$ cat src/htb_pkg.sv
`timescale 1ns / 1ps
// Shared types and codes for the Huffman tree build and decode block.
// No dependencies; every other file imports this package.
package htb_pkg;

	localparam int COUNT_W  = 31;
	localparam int WEIGHT_W = 39;
	localparam int NODE_AW  = 9;
	localparam int NODE_DEPTH = 512;

	localparam logic [NODE_AW-1:0] NO_CHILD = 9'h1FF;

	localparam logic [1:0] OP_LOAD   = 2'd0;
	localparam logic [1:0] OP_BUILD  = 2'd1;
	localparam logic [1:0] OP_DECODE = 2'd2;

	localparam logic [1:0] ST_SYM    = 2'd0;
	localparam logic [1:0] ST_BUILT  = 2'd1;
	localparam logic [1:0] ST_EMPTY  = 2'd2;
	localparam logic [1:0] ST_BADBIT = 2'd3;

	localparam logic [3:0] MAX_BITS = 4'd8;

	typedef struct packed {
		logic [7:0]         sym;
		logic [NODE_AW-1:0] right;
		logic [NODE_AW-1:0] left;
	} link_t;

	typedef struct packed {
		logic [NODE_AW-1:0]  node;
		logic [WEIGHT_W-1:0] weight;
	} ord_ent_t;

	typedef struct packed {
		logic [1:0]         op;
		logic [7:0]         idx;
		logic [COUNT_W-1:0] cnt;
		logic [7:0]         code;
		logic [3:0]         bits;
	} item_t;

	typedef struct packed {
		logic  valid;
		item_t item;
	} qhead_t;

	typedef struct packed {
		logic [7:0] sym;
		logic [1:0] status;
	} res_t;

	typedef enum logic [3:0] {
		S_IDLE,
		S_B_RD,
		S_B_CHK,
		S_B_NXT,
		S_B_AFT,
		S_B_ONE,
		S_M_A,
		S_M_B,
		S_M_MRG,
		S_I_RD,
		S_I_CHK,
		S_R_CAP,
		S_R_LNK,
		S_D_BIT,
		S_D_LNK,
		S_FIN
	} back_state_t;

endpackage

$ cat src/htb_front.sv
`timescale 1ns / 1ps
// Front end: takes input words, drops ones with no effect, clamps the bit
// count and holds them in a two-entry queue for the back end. Uses htb_pkg.
module htb_front import htb_pkg::*; #(
	parameter int SYMBOL_COUNT = 256
) (
	input  logic         clk,
	input  logic         arst_n,
	input  logic         in_valid,
	output logic         in_ready,
	input  logic [1:0]   op,
	input  logic [7:0]   symbol_index,
	input  logic [30:0]  count_value,
	input  logic [7:0]   code_byte,
	input  logic [3:0]   valid_bits,
	output qhead_t       qh,
	input  logic         q_pop
);

	item_t      buf_q [2];
	logic       wp_q, rp_q;
	logic [1:0] cnt_q;
	logic       keep, push;
	item_t      new_item;

	assign in_ready = (cnt_q != 2'd2);

	always_comb begin
		keep = (op == OP_BUILD) || (op == OP_DECODE) ||
		       ((op == OP_LOAD) && ({1'b0, symbol_index} < 9'(SYMBOL_COUNT)));
		new_item.op   = op;
		new_item.idx  = symbol_index;
		new_item.cnt  = count_value;
		new_item.code = code_byte;
		new_item.bits = (valid_bits > MAX_BITS) ? MAX_BITS : valid_bits;
	end

	assign push = in_valid && in_ready && keep;

	always_ff @(posedge clk) begin
		if (push)
			buf_q[wp_q] <= new_item;
	end

	always_ff @(posedge clk or negedge arst_n) begin
		if (!arst_n) begin
			wp_q  <= 1'b0;
			rp_q  <= 1'b0;
			cnt_q <= 2'd0;
		end else begin
			if (push)
				wp_q <= ~wp_q;
			if (q_pop)
				rp_q <= ~rp_q;
			cnt_q <= cnt_q + {1'b0, push} - {1'b0, q_pop};
		end
	end

	assign qh.valid = (cnt_q != 2'd0);
	assign qh.item  = buf_q[rp_q];

endmodule

$ cat config.mk
export PLATFORM = sky130hd
export DESIGN_NAME = htb_front
export DESIGN_NICKNAME = d
export VERILOG_FILES = /design/src/htb_pkg.sv /design/src/htb_front.sv
export SDC_FILE = /design/constraint.sdc
export NUM_CORES = 1
export LEC_CHECK = 0
export ABC_AREA = 1
export BUFFER_PORTS_ARGS = -buffer_cell sky130_fd_sc_hd__buf_4
export CELL_PAD_IN_SITES_DETAIL_PLACEMENT = 2
export CELL_PAD_IN_SITES_GLOBAL_PLACEMENT = 2
export CORE_ASPECT_RATIO = 0.7
export CORE_MARGIN = 4
export CORE_UTILIZATION = 38
export CTS_CLUSTER_DIAMETER = 80
export DETAILED_ROUTE_END_ITERATION = 8
export PLACE_DENSITY_LB_ADDON = 0.1
export SYNTH_ARGS = -nofsm -noshare
export SYNTH_HDL_FRONTEND = slang
export SYNTH_SLANG_ARGS = --single-unit
$ cat constraint.sdc
create_clock -name clk -period 4.6 [get_ports clk]
set_input_delay 0.46 -clock clk [delete_from_list [all_inputs] [get_ports clk]]
set_output_delay 0.46 -clock clk [all_outputs]
set_load 0.005 [all_outputs]
==> results.json <==
{
  "outcome": "finished, final reports clean",
  "postLayoutCoreUtil_pct": 50.09,
  "synth-seq-cells": 110,
  "ys_seq_area_share_pct": 75.90,
  "postCtsResizedCells": 0,
  "io_pins": 112,
  "finalNonFillerCells": 478,
  "vias": 2161,
  "rows": 32,
  "clkTransAtPathRegs_ns": 0.07,
  "crit_chain": "mux2_2, buf_4",
  "postSynthCellCount": 203,
  "grt_max_degree": 55,
  "cts_inserted_buffers": 9,
  "fin_tns_setup_ns": 0,
  "place_congestion": 0.6708,
  "wirelength_um": 8755,
  "initial_core_util_pct": 39.14,
  "ys_types": 15,
  "cts_tree": "yes",
  "endpoint_kind": "output port",
  "fmax_mhz": 401.1,
  "crit_path_max_fanout": 54,
  "hold_viol_final": 0,
  "syn-cell-area_um2": 4325,
  "yosys_warnings": 0,
  "dieWidth_um": 135.5,
  "leakage_uw": 0.002223,
  "grt_first_pass_wirelength_um": 13710,
  "synthAdderAreaFrac_pct": 0.2893,
  "setup_viol": 0,
  "r2r_setup_slack_ns": 2.28,
  "clock_path_buffers": 2,
  "post_cts_buffers": 0,
  "fin_crit_sh_pct": 54.20,
  "yosysTopAreaCell": "edfxtp_1",
  "synth.mux.area_fraction_pct": 18.05,
  "synth_compound_area_share_pct": 0.1736,
  "slew_viol_final": 0,
  "drcViolationCount": 0,
  "h-tree-depth": 3,
  "tightest_slew_ns": 1.023,
  "fin_crit_ns": 2.493,
  "drive_above_1_share_pct": 55.38,
  "coreArea_um2": 11050,
  "hpwl_um": 6287,
  "cts.sinks": 110,
  "hold_buffers": 1,
  "antenna_found_initial": 0,
  "die_h_um": 97.27,
  "drt_iter0_markers": 128,
  "gr-total-overflow": 0,
  "yosysTopAreaCellShare_pct": 73.59,
  "fin_nets": 379,
  "syn_area_per_cell_um2": 21.31,
  "drt_pass1_iterations": 4,
  "fillers": 1032,
  "insertedDiodeCount": 0,
  "yosys-top-cells-area": "edfxtp_1 (74%), mux2_4 (17%), buf_12 (2.3%), dfrtp_1 (2.3%), mux2_2 (1.0%)",
  "rsz0062_at_grt": "no",
  "avgViaCountPerCell": 4.521,
  "clkLatencyLatePin_ns": 0.34,
  "place_inst": 462,
  "port_buffers": 111,
  "drv_cap": 0,
  "p_per_area_nw_per_um2": 563.0,
  "track_usage_pct": 13.80,
  "synth_top_family_by_area": "multiplexers",
  "wire_per_inst_um": 18.32,
  "crit_slowest_cell": "dfrtp_4",
  "cp-start-kind": "register",
  "die-area_um2": 13180,
  "ant_nets": 0,
  "clock-root-buffer": "clkbuf_16",
  "grt_pass1_vias": 2405,
  "hold_path_class": "input port to register",
  "arrival_ns": 2.03,
  "synth-xor-area-share_pct": 0.2025,
  "required_ns": 4.14,
  "worstSetupPathType": "register to output port",
  "skew_ns": 0.006985,
  "relSlewSlack_pct": 31.79,
  "synthSimpleGateAreaFrac_pct": 1.938,
  "syn-num-nets": 261,
  "area_growth_syn_to_layout_pct": 27.97,
  "ir_drop_uv": 224.8,
  "max_stage_delay_ns": 1.10
}
metrics by stage:
stage	hold WS, ns	power, uW	cell area (um^2)	setup slack (ns)
2_1_floorplan	0.1644	2080	4325	1.184
3_3_place_gp	0.2633	2456	5269	2.095
3_5_place_dp	0.2623	2488	5269	2.063
4_1_cts	0.2839	3179	5535	2.031
5_1_grt	0.2804	3289	5535	1.997
6_report	0.2991	3117	5535	2.107
where the power goes:
group	total (uW)	internal (uW)	switching, uW
combinational	942	609	333
clock	683	360	324
sequential	1490	1310	179
layout by cell type, fill, tap and decap left out:
| cell type | instances |
|---|---|
| buf_4 | 113 |
| edfxtp_1 | 106 |
| mux2_4 | 49 |
| nand2_1 | 12 |
| inv_1 | 9 |
| clkbuf_16 | 9 |
| nor2_1 | 4 |
| mux2_2 | 4 |
| clkinv_1 | 3 |
| dfrtp_1 | 3 |
| nand3_1 | 2 |
| nor2_4 | 2 |
| a21boi_0 | 1 |
| nand4_1 | 1 |
| xor2_1 | 1 |
| ha_1 | 1 |
| clkbuf_1 | 1 |
| clkinv_4 | 1 |
| clkinvlp_4 | 1 |
| dlygate4sd3_1 | 1 |
| dfrtp_4 | 1 |
routing by layer:
| layer | GRT usage, % | vias up | wire (um) |
|---|---|---|---|
| met3 | 4.917 | 9 | 575 |
| met4 | 3.718 | 0 | 76 |
| met5 | 0 | - | 0 |
| met1 | 17.80 | 1080 | 3739 |
| met2 | 22.17 | 71 | 4363 |
| li1 | - | 1001 | - |
layout make-up:
cell class                 instances  area (um^2)  area share [%]
timing repair buffer             114        858.3           15.51
clock buffer                      10        229.0           4.137
clock inverter                     5        27.53          0.4973
multi-input combinational         77        908.4           16.41
inverter                           9        33.78          0.6103
sequential                       110         3287           59.38
tap                              153        191.4           3.458
registers in the layout, summed over array words and instances (netlist names):
register and count:
rp_q 1, buf_q 106, wp_q 1, cnt_q 2
synth_stat cells:
cell and n:
inv_1 9, nand2_1 12, mux2_2 4, edfxtp_1 106, buf_6 1, a21boi_0 1
ha_1 1, clkbuf_1 1, buf_12 5, dfrtp_1 4, nand4_1 1, mux2_4 49
nand3_1 2, nor2_1 6, xor2_1 1
final timing paths:
| path | from | to | cells after the start |
|---|---|---|---|
| hold / removal | count_value[27] | buf_q[1][39]$_DFFE_PP_ | 1 |
| setup / recovery | rp_q$_DFFE_PN0P_ | qh[49] | 2 |
| setup reg to reg | cnt_q[1]$_DFF_PN0_ | buf_q[1][41]$_DFFE_PP_ | 4 |
| max in group asynchronous | arst_n | rp_q$_DFFE_PN0P_ | 2 |
| min in group asynchronous | arst_n | cnt_q[0]$_DFF_PN0_ | 2 |
| hold reg to reg | cnt_q[0]$_DFF_PN0_ | cnt_q[0]$_DFF_PN0_ | 1 |
cells by family (layout without fill, tap and decap cells):
| logic type | Yosys count | in the layout |
|---|---|---|
| compound gates | 1 | 1 |
| xor+xnor | 1 | 1 |
| fa+ha+maj | 1 | 1 |
| buf+inv | 16 | 138 |
| flops | 110 | 110 |
| mux | 53 | 53 |
| simple gates | 21 | 21 |
worst max-delay path, delay by kind of cell (launching register included):
| family | cells | cell delay [ns] |
|---|---|---|
| buffers and inverters | 1 | 0.14 |
| muxes | 1 | 0.43 |
| DFF | 1 | 1.10 |
Power figures use the tool's default switching activity.
